<file path="src/design/utf8d_pkg.sv">
// utf8d_pkg: shared types and constants of the UTF-8 byte stream decoder.
// No dependencies; used by utf8d_core, utf8d_out_reg and utf8_byte_stream_decoder.

package utf8d_pkg;

	localparam int unsigned BYTE_W  = 8;
	localparam int unsigned CP_W    = 31;
	localparam int unsigned COUNT_W = 8;
	localparam int unsigned LEFT_W  = 3;
	localparam int unsigned DATA_W  = 40;   // code_point + char_count, padded to bytes
	localparam int unsigned USER_W  = 1;    // bad_lead

	localparam logic [BYTE_W-1:0] ASCII_MAX  = 8'h7F;
	localparam logic [BYTE_W-1:0] CONT_MIN   = 8'h80;
	localparam logic [BYTE_W-1:0] CONT_MAX   = 8'hBF;
	localparam logic [BYTE_W-1:0] LEAD2_MIN  = 8'hC0;
	localparam logic [BYTE_W-1:0] LEAD3_MIN  = 8'hE0;
	localparam logic [BYTE_W-1:0] LEAD4_MIN  = 8'hF0;
	localparam logic [BYTE_W-1:0] LEAD5_MIN  = 8'hF8;
	localparam logic [BYTE_W-1:0] LEAD6_MIN  = 8'hFC;
	localparam logic [BYTE_W-1:0] BAD_LEAD_MIN = 8'hFE;
	localparam logic [BYTE_W-1:0] NUL_BYTE   = 8'h00;
	localparam logic [BYTE_W-1:0] CHAR_LIMIT_RESET = 8'd48;
	localparam logic [COUNT_W-1:0] COUNT_MAX = 8'hFF;

	typedef struct packed {
		logic [CP_W-1:0]    code_point;
		logic               bad_lead;
		logic               string_end;
		logic [COUNT_W-1:0] char_count;
	} result_t;

endpackage

</file>
<file path="src/design/utf8_byte_stream_decoder.sv">
// utf8_byte_stream_decoder: top level of the six-byte UTF-8 string decoder.
// Depends on utf8d_pkg, utf8d_core and utf8d_out_reg.
//
// Usage:
//  - Slave stream (s_tvalid/s_tready/s_tdata) takes one raw string byte per
//    transfer. A NUL byte outside a sequence ends the string.
//  - Master stream (m_tvalid/m_tready/m_tdata/m_tuser/m_tlast) gives one result
//    per completed code point, bad lead byte or string end; m_tlast marks the
//    string end. Lead and middle bytes of a sequence, and non-NUL bytes past
//    char_limit, give no result.
//  - cfg_valid/cfg_data writes char_limit; cfg_ready is always high. Write it
//    only while the block is idle.
//  - Throughput: one byte per cycle while the result register is not stalled. A
//    taken byte passes the input register, then the result register, to m_*.
//  - Reset clears the decode state, empties both registers and sets
//    char_limit to 48.
//  - When the receiver stalls, the result register holds; a byte that makes no
//    result still moves on, and s_tready drops only when a pending byte has a
//    result and the result register is full and not being taken.

module utf8_byte_stream_decoder (
	input  logic                              clk,
	input  logic                              arst_n,
	input  logic                              s_tvalid,
	output logic                              s_tready,
	input  logic [utf8d_pkg::BYTE_W-1:0]      s_tdata,   // [7:0] data_byte
	output logic                              m_tvalid,
	input  logic                              m_tready,
	output logic [utf8d_pkg::DATA_W-1:0]      m_tdata,   // [30:0] code_point, [38:31] char_count
	output logic [utf8d_pkg::USER_W-1:0]      m_tuser,   // [0] bad_lead
	output logic                              m_tlast,   // string_end
	input  logic                              cfg_valid,
	output logic                              cfg_ready,
	input  logic [utf8d_pkg::COUNT_W-1:0]     cfg_data   // [7:0] char_limit
);

	logic                           valid_s1;
	logic [utf8d_pkg::BYTE_W-1:0]   byte_s1;
	logic [utf8d_pkg::COUNT_W-1:0]  char_limit_q;
	logic                           has_result;
	logic                           out_free;
	logic                           advance;
	logic                           out_load;
	utf8d_pkg::result_t             result;
	utf8d_pkg::result_t             out_q;

	// Pending byte leaves stage 1 if it makes no result or the result slot frees.
	assign advance  = valid_s1 && (!has_result || out_free);
	assign out_load = advance && has_result;
	assign s_tready = !valid_s1 || advance;
	assign cfg_ready = 1'b1;

	always_ff @(posedge clk or negedge arst_n) begin
		if (!arst_n) begin
			valid_s1     <= 1'b0;
			char_limit_q <= utf8d_pkg::CHAR_LIMIT_RESET;
		end else begin
			if (s_tvalid && s_tready) begin
				valid_s1 <= 1'b1;
			end else if (advance) begin
				valid_s1 <= 1'b0;
			end
			if (cfg_valid) begin
				char_limit_q <= cfg_data;
			end
		end
	end

	always_ff @(posedge clk) begin
		if (s_tvalid && s_tready) begin
			byte_s1 <= s_tdata;
		end
	end

	utf8d_core u_core (
		.clk        (clk),
		.arst_n     (arst_n),
		.fire       (advance),
		.data_byte  (byte_s1),
		.char_limit (char_limit_q),
		.has_result (has_result),
		.result     (result)
	);

	utf8d_out_reg u_out (
		.clk     (clk),
		.arst_n  (arst_n),
		.load    (out_load),
		.din     (result),
		.take    (m_tready),
		.free    (out_free),
		.valid_q (m_tvalid),
		.data_q  (out_q)
	);

	assign m_tdata = {1'b0, out_q.char_count, out_q.code_point};
	assign m_tuser = out_q.bad_lead;
	assign m_tlast = out_q.string_end;

	// A new result never overwrites one still waiting downstream.
	a_no_overwrite: assert property (@(posedge clk) disable iff (!arst_n)
		out_load |-> !(m_tvalid && !m_tready))
		else $error("result register overwritten while stalled");

	// String end carries no code point and no bad-lead flag.
	a_end_clean: assert property (@(posedge clk) disable iff (!arst_n)
		(m_tvalid && out_q.string_end) |-> (out_q.code_point == '0 && !out_q.bad_lead))
		else $error("string end result with code point or bad flag");

	// Count is only reported on the string end result.
	a_count_on_end: assert property (@(posedge clk) disable iff (!arst_n)
		(m_tvalid && !out_q.string_end) |-> (out_q.char_count == '0))
		else $error("char count on non-end result");

	// Bad lead results carry code point zero.
	a_bad_zero: assert property (@(posedge clk) disable iff (!arst_n)
		(m_tvalid && out_q.bad_lead) |-> (out_q.code_point == '0))
		else $error("bad lead result with nonzero code point");

endmodule

</file>
<file path="src/design/utf8d_core.sv">
// utf8d_core: decode state (partial code point, bytes left, emitted count) and
// the single-pass next-state / result logic for one byte. Depends on utf8d_pkg.

module utf8d_core (
	input  logic                             clk,
	input  logic                             arst_n,
	input  logic                             fire,
	input  logic [utf8d_pkg::BYTE_W-1:0]     data_byte,
	input  logic [utf8d_pkg::COUNT_W-1:0]    char_limit,
	output logic                             has_result,
	output utf8d_pkg::result_t               result
);

	logic [utf8d_pkg::CP_W-1:0]    partial_q, partial_d;
	logic [utf8d_pkg::LEFT_W-1:0]  left_q, left_d;
	logic [utf8d_pkg::COUNT_W-1:0] count_q, count_d;
	logic [utf8d_pkg::COUNT_W-1:0] count_inc;
	logic [utf8d_pkg::CP_W-1:0]    shifted;

	assign count_inc = count_q + {{(utf8d_pkg::COUNT_W-1){1'b0}},
		(count_q != utf8d_pkg::COUNT_MAX)};
	assign shifted = {partial_q[utf8d_pkg::CP_W-7:0], data_byte[5:0]};

	always_comb begin
		partial_d  = partial_q;
		left_d     = left_q;
		count_d    = count_q;
		has_result = 1'b0;
		result     = '0;
		if (left_q != '0) begin
			// inside a sequence: any byte is a continuation
			partial_d = shifted;
			left_d    = left_q - 3'd1;
			if (left_q == 3'd1) begin
				has_result        = 1'b1;
				result.code_point = shifted;
				count_d           = count_inc;
				partial_d         = '0;
			end
		end else if (data_byte == utf8d_pkg::NUL_BYTE) begin
			has_result        = 1'b1;
			result.string_end = 1'b1;
			result.char_count = count_q;
			count_d           = '0;
			partial_d         = '0;
		end else if (count_q >= char_limit) begin
			// limit reached: drop
		end else if (data_byte <= utf8d_pkg::ASCII_MAX) begin
			has_result        = 1'b1;
			result.code_point = {{(utf8d_pkg::CP_W-utf8d_pkg::BYTE_W){1'b0}}, data_byte};
			count_d           = count_inc;
		end else if (data_byte inside {[utf8d_pkg::CONT_MIN:utf8d_pkg::CONT_MAX],
				[utf8d_pkg::BAD_LEAD_MIN:8'hFF]}) begin
			has_result      = 1'b1;
			result.bad_lead = 1'b1;
			count_d         = count_inc;
		end else if (data_byte < utf8d_pkg::LEAD3_MIN) begin
			partial_d = {26'd0, data_byte[4:0]};
			left_d    = 3'd1;
		end else if (data_byte < utf8d_pkg::LEAD4_MIN) begin
			partial_d = {27'd0, data_byte[3:0]};
			left_d    = 3'd2;
		end else if (data_byte < utf8d_pkg::LEAD5_MIN) begin
			partial_d = {28'd0, data_byte[2:0]};
			left_d    = 3'd3;
		end else if (data_byte < utf8d_pkg::LEAD6_MIN) begin
			partial_d = {29'd0, data_byte[1:0]};
			left_d    = 3'd4;
		end else begin
			partial_d = {30'd0, data_byte[0]};
			left_d    = 3'd5;
		end
	end

	always_ff @(posedge clk or negedge arst_n) begin
		if (!arst_n) begin
			partial_q <= '0;
			left_q    <= '0;
			count_q   <= '0;
		end else if (fire) begin
			partial_q <= partial_d;
			left_q    <= left_d;
			count_q   <= count_d;
		end
	end

endmodule

</file>
<file path="src/design/utf8d_out_reg.sv">
// utf8d_out_reg: result register on the master side; holds a result until the
// downstream transfer completes. Depends on utf8d_pkg.

module utf8d_out_reg (
	input  logic               clk,
	input  logic               arst_n,
	input  logic               load,
	input  utf8d_pkg::result_t din,
	input  logic               take,
	output logic               free,
	output logic               valid_q,
	output utf8d_pkg::result_t data_q
);

	assign free = !valid_q || take;

	always_ff @(posedge clk or negedge arst_n) begin
		if (!arst_n) begin
			valid_q <= 1'b0;
		end else if (load) begin
			valid_q <= 1'b1;
		end else if (take) begin
			valid_q <= 1'b0;
		end
	end

	always_ff @(posedge clk) begin
		if (load) begin
			data_q <= din;
		end
	end

endmodule
</file>
<file path="config.mk">
export PLATFORM = sky130hd
export DESIGN_NAME = utf8_byte_stream_decoder
export DESIGN_NICKNAME = d
export VERILOG_FILES = /design/src/design/utf8d_pkg.sv /design/src/design/utf8_byte_stream_decoder.sv /design/src/design/utf8d_core.sv /design/src/design/utf8d_out_reg.sv
export SDC_FILE = /design/constraint.sdc
export NUM_CORES = 1
export LEC_CHECK = 0
export BUFFER_PORTS_ARGS = -buffer_cell sky130_fd_sc_hd__buf_4
export CORE_ASPECT_RATIO = 1.4
export CORE_MARGIN = 3
export CORE_UTILIZATION = 55
export DETAILED_ROUTE_END_ITERATION = 10
export PLACE_DENSITY = 0.82
export SKIP_LAST_GASP = 1
export SYNTH_ARGS = -nofsm -noshare
export SYNTH_HDL_FRONTEND = slang
export SYNTH_SLANG_ARGS = --single-unit
export TNS_END_PERCENT = 100
</file>
<file path="constraint.sdc">
create_clock -name clk -period 6.1 [get_ports clk]
set_clock_uncertainty 0.05 [all_clocks]
set_input_delay 0.61 -clock clk [delete_from_list [all_inputs] [get_ports clk]]
set_output_delay 0.61 -clock clk [all_outputs]
set_load 0.005 [all_outputs]
</file>
Word-level counts from Yosys, hierarchy flattened
Cells that the tools add are included.
{"block": "classes", "add_sub_neg": 2, "n_mul": 0, "n_div": 0, "order_cmp": 10, "eq_ne": 10, "shift": 0, "mux": 42, "bitwise": 1, "reduce_logical": 22}
{"operator": "25-bit 2-to-1 mux", "n": 9}
{"operator": "32-bit 2-to-1 mux", "n": 2}
{"operator": "31-bit 2-to-1 mux", "n": 2}
{"operator": "8-bit 2-to-1 mux", "n": 7}
{"operator": "8-bit < comparator, second input constant", "n": 4}
{"operator": "3-bit 2-to-1 mux", "n": 8}
{"operator": "8-bit >= comparator, second input constant", "n": 2}
{"operator": "8-bit <= comparator, second input constant", "n": 2}
{"operator": "1-bit 2-to-1 mux", "n": 12}
{"operator": "9-bit 2-to-1 mux", "n": 1}
{"operator": "3-bit by 1-bit != test with 1-bit output, second input constant", "n": 3}
{"operator": "8-bit by 1-bit adder with 8-bit output", "n": 1}
{"operator": "8-bit >= comparator", "n": 1}
{"operator": "8-bit by 7-bit <= comparator with 1-bit output, second input constant", "n": 1}
{"operator": "8-bit logical NOT", "n": 1}
{"operator": "2-bit by 1-bit != test with 1-bit output, second input constant", "n": 4}
{"operator": "8-bit != test, second input constant", "n": 1}
{"operator": "4-bit AND reduction", "n": 2}
{"operator": "2-bit nonzero test", "n": 3}
{"operator": "1-bit logical AND", "n": 5}
{"operator": "5-bit AND reduction", "n": 1}
{"operator": "4-bit nonzero test", "n": 1}
{"operator": "4-bit OR reduction", "n": 1}
{"operator": "3-bit by 1-bit == test with 1-bit output, second input constant", "n": 1}
{"operator": "8 further kinds", "n": 12}
{"block": "totals", "register_bits": 95, "latchBits": 0, "mem_bits_rw": 0, "romBits": 0, "word_cells": 98, "mem_count": 0}

Depth between registers and ports, before layout
{"block": "depth", "ltp_word": 14, "ltp_mapped": 10, "ltp_nobuf": 10}

By module
Synthesis repeated with hierarchy kept, for this count alone.
{"block": "hier_totals", "hier_cells": 362, "area_unflattened_um2": 4292.9}
{"mod": "utf8d_core", "instances": 1, "cells_per_inst": 282, "area_per_inst_um2": 2354.8}
{"mod": "utf8d_out_reg", "instances": 1, "cells_per_inst": 44, "area_per_inst_um2": 1278.7}
{"mod": "utf8_byte_stream_decoder", "instances": 1, "cells_per_inst": 36, "area_per_inst_um2": 659.4}

Worst setup path after synthesis
OpenSTA, ideal clock, no wires.
{"block": "synth_timing", "path_type": "reg-to-reg", "startpoint": "reg char_limit_q[4] (netlist bit)", "endpoint": "reg u_out.data_q[0] (netlist bit) (enable)", "setup_ns": 0.396, "t_arrival_ns": 2.495, "required_ns": 5.654, "path_slack_ns": 3.159, "stages_incl_launch_ff": 8, "path_buffers": 0, "period_less_slack_ns": 2.941, "cell_sequence": "dfstp_2 > inv_1 > ha_1 > or4_4 > a21oi_4 > o31a_2 > a21oi_2 > inv_1"}
{"block": "synth_between", "elab_chain_len": 8}
{"element": "from (decl)", "line_no": "utf8_byte_stream_decoder.sv:39", "rtl": "logic [utf8d_pkg::COUNT_W-1:0] char_limit_q;"}
{"element": "from (signal assigned)", "line_no": "utf8_byte_stream_decoder.sv:56", "rtl": "char_limit_q <= utf8d_pkg::CHAR_LIMIT_RESET;"}
{"element": "from (signal assigned)", "line_no": "utf8_byte_stream_decoder.sv:64", "rtl": "char_limit_q <= cfg_data;"}
{"element": "8-bit >= comparator *", "line_no": "utf8d_core.sv:46", "rtl": "end else if (count_q >= char_limit) begin"}
{"element": "1-bit 2-to-1 mux *", "line_no": "utf8d_core.sv:46"}
{"element": "1-bit 2-to-1 mux *", "line_no": "utf8d_core.sv:40", "rtl": "end else if (data_byte == utf8d_pkg::NUL_BYTE) begin"}
{"element": "1-bit 2-to-1 mux *", "line_no": "utf8d_core.sv:30", "rtl": "if (left_q != '0) begin"}
{"element": "1-bit logical NOT", "line_no": "utf8_byte_stream_decoder.sv:48", "rtl": "assign advance = valid_s1 && (!has_result || out_free);"}
{"element": "1-bit logical OR", "line_no": "utf8_byte_stream_decoder.sv:48"}
{"element": "1-bit logical AND", "line_no": "utf8_byte_stream_decoder.sv:48"}
{"element": "1-bit logical AND *", "line_no": "utf8_byte_stream_decoder.sv:49", "rtl": "assign out_load = advance && has_result;"}
{"element": "via out_load", "line_no": "utf8_byte_stream_decoder.sv:43", "rtl": "logic out_load;"}
{"element": "to (signal assigned)", "line_no": "utf8d_out_reg.sv:29", "rtl": "data_q <= din;"}
{"element": "to (decl)", "line_no": "utf8d_out_reg.sv:12", "rtl": "output utf8d_pkg::result_t data_q"}
Mark *: on every way through the listed nets, which the timed path passes. The rest lies on a longest branch.
A chain may end at the register's enable or synchronous reset.

Worst setup path in the final report
{"block": "layout_timing", "startpoint": "reg char_limit_q[4] (netlist bit)", "endpoint": "out s_tready"}
{"block": "layout_between", "elab_chain_len": 8}
{"element": "8-bit >= comparator", "line_no": "utf8d_core.sv:46"}
{"element": "1-bit 2-to-1 mux", "line_no": "utf8d_core.sv:46"}
{"element": "1-bit 2-to-1 mux", "line_no": "utf8d_core.sv:40"}
{"element": "1-bit 2-to-1 mux", "line_no": "utf8d_core.sv:30"}
{"element": "1-bit logical NOT", "line_no": "utf8_byte_stream_decoder.sv:48"}
{"element": "1-bit logical OR", "line_no": "utf8_byte_stream_decoder.sv:48"}
{"element": "1-bit logical AND", "line_no": "utf8_byte_stream_decoder.sv:48"}
{"element": "1-bit logical OR", "line_no": "utf8_byte_stream_decoder.sv:50", "rtl": "assign s_tready = !valid_s1 || advance;"}
{"element": "to (decl)", "line_no": "utf8_byte_stream_decoder.sv:25", "rtl": "output logic s_tready,"}
No other way between the ends.

==> metrics.txt <==
outcome=complete, no violations; Vias=2845; Fin Hold WS=around 0.19 ns; worst-case vdd ir drop=between 0.2 and 0.25 mV; std cell rows=37; Die H=between 100 and 150 µm; Min-Delay Path Class=in2async; area leader, netlist=edfxtp_1; antenna viol nets, final=0; DR pass1 iterations=4; Crit Path Max Fanout=4; maxcap violations=0; Seq pwr share=0.466; crit path time final=~3.1 ns; Routed WL per cell=14.3 µm; synthesis-stage register bit count=95; Syn Nets=between 400 and 500; gr ovfl total=0; clock network power share=0.205; initial core utilization=0.581; share of post-route cells with drive strength above 1=0.235; Worst R2R Start=u_core.left_q[0]; residual DRC count=0; final setup TNS=0 ns; Worst Path Required=roughly 5.4 ns; unrepaired setup endpoints after global routing=no; largest cells by area after synthesis=edfxtp_1 (34%), dfrtp_1 (25%), and2_1 (4.7%), mux2i_1 (4.6%), nand2_1 (3.9%); first-pass GRT wire length=13200 µm; num ports=66; Worst Setup End Kind=output port; critical path class=reg2out; largest net degree at the start of global routing=47; Crit path arrival time=2.46 ns; pwr dens=404 mW/mm²; library cells used by synthesis=56; final hold violations=0; net switching power=approximately 0.00067 W; # H-tree levels=3; fin crit share=0.512; vias in the first global route=2908; Slew @ Worst Pin=between 0.8 and 0.9 ns; Int Power=0.00139 W; Root Buffer=clkbuf_8; number of synthesized flops with an enable pin=between 40 and 50; Seq/Total Area, Yosys=0.599; Post-Synthesis Cells=between 300 and 400; CP Launch Type=flop; CTS Buf Count=9; vias per cell=about 5.3; CP max-delay cell=or4_4; critical path cell sequence=inv_1 > ha_1 > or4_4 > a21oi_4 > o31ai_1 > a21oi_1 > or2_2 > nand3_1 > buf_4; top-count cell post-synth=edfxtp_1; max-slew violations=0; CP startpoint=char_limit_q[4]; slowest cell delay on critical path=about 0.55 ns; Die Width=between 80 and 90 µm; post-CTS sizing=0; die area=0.00909 mm²; Net count, final=~470; combinational power share=0.329; cts hold-fix bufs=0; clk sinks=between 90 and 100; Sw Share=0.325; worst slack, placed=3.05 ns; post-synth top area share=0.336; Detailed Route Iter0 Violations=156; Antenna Cells=0; Slew HR=0.446; Port Buf Inserts=63; main flop type after synthesis=edfxtp_1; Routed WL=7640 µm; Syn Area/Cell=around 12 µm²; fraction of registers with async set or reset after synthesis=0.484; Synthesis Warnings=0; area grow syn2layout=16.7%; final setup fails=0; routability-driven placement congestion ratio=0.893; DP Wirelength=between 5000 and 6000 µm; worst skew pair latency=between 0.3 and 0.4 ns; Core Footprint=between 0.007 and 0.008 mm²; GRT Util Overall=0.189; cell area after synthesis=approximately 0.0044 mm²; most frequent cells after synthesis=edfxtp_1 (49), nand2_1 (45), dfrtp_1 (44); Leakage=roughly 2.3 nW; R2R setup slack=around 3 ns; final setup margin=2.98 ns; TritonCTS clock tree=built; f_max=~0.32 GHz; Setup Buffers After CTS=0; buffer depth of the longest clock path=2; Worst-path clk slew=around 0.09 ns; initial antenna violation count=0
==> flip-flops by register name (all words and copies together) (netlist names) <==
| name | count |
|---|---|
| u_core.partial_q | 25 |
| byte_s1 | 8 |
| u_core.left_q | 3 |
| u_core.count_q | 8 |
| valid_s1 | 1 |
| u_out.valid_q | 1 |
| u_out.data_q | 41 |
| char_limit_q | 8 |
==> placed cells by master, fill, tap and decap left out, types with 3 or more instances in the layout <==
master,Yosys,final
a21o_1,3,3
a21oi_1,8,8
and2_1,33,33
and3_1,3,3
buf_4,2,67
clkbuf_8,0,11
dfrtp_1,44,44
edfxtp_1,49,49
ha_1,13,13
inv_1,34,34
mux2_4,5,5
mux2i_1,20,20
nand2_1,45,45
nand2b_1,4,4
nand3_1,11,11
nor2_1,10,10
nor2b_1,9,9
nor3_1,4,4
o21ai_0,12,12
o21ai_1,5,5
o31ai_1,3,3
or4_1,4,4
==> power by group through the flow <==
stage	sequential (W)	clock, W	combinational (W)
CTS	0.000965	0.000432	0.000690
global route	0.000985	0.000459	0.000770
finish	0.000964	0.000424	0.000680
global placement	0.000968	0	0.000656
detailed placement	0.000978	0	0.000686
floorplan	0.000956	0	0.000505
==> worst paths after layout <==
check / endpoint / cells after the start
setup / recovery: s_tready / 9
hold / removal: char_limit_q[2] / 1
setup reg to reg: u_out.data_q[11] / 9
hold reg to reg: u_core.partial_q[23] / 2
max in group asynchronous: u_core.partial_q[0] / 1
min in group clk: byte_s1[2] / 1
==> through the flow <==
step                utilization  area (µm²)  power, W  cells
floorplan                     -        4380   0.00146    369
global placement          0.650        4910   0.00162    519
detailed placement        0.650        4910   0.00166    519
CTS                       0.678        5110   0.00209    535
global route              0.678        5110   0.00221    535
finish                    0.678        5110   0.00207    535
==> final cells by class <==
cell class / count / area [µm²]
multi-input cells: 225 / 1530
clock inverters: 4 / 52.6
inverters: 35 / 131
well taps: 97 / 121
flip-flops and latches: 95 / 2630
fillers: 577 / 2430
clock buffers: 12 / 155
repair buffers: 67 / 503
==> kinds of logic (layout without fill, tap and decap cells) <==
logic type / Yosys count / in the layout / share of synthesized area
other cells: 2 / 2 / 0.00171
simple gates: 134 / 134 / 0.163
compound gates: 50 / 50 / 0.0811
fa+ha+maj: 13 / 13 / 0.0371
mux: 26 / 26 / 0.0654
buf+inv: 49 / 118 / 0.0531
flops: 95 / 95 / 0.599
==> routing by layer <==
metal / part of all wire / global-route usage / vias to the layer above
met5: 0 / 0 / -
met4: 0.033 / 0.0970 / 0
met1: 0.39 / 0.215 / 1353
met2: 0.53 / 0.324 / 78
li1: - / - / 1389
met3: 0.051 / 0.0396 / 25
==> critical path, delay by kind of cell (launching register included) <==
family	cells	cell delay, ns
fa+ha+maj	1	0.21
simple gates	3	0.79
buf+inv	2	0.20
compound gates	3	0.38
flops	1	0.52
(Power assumes the default switching activity.)
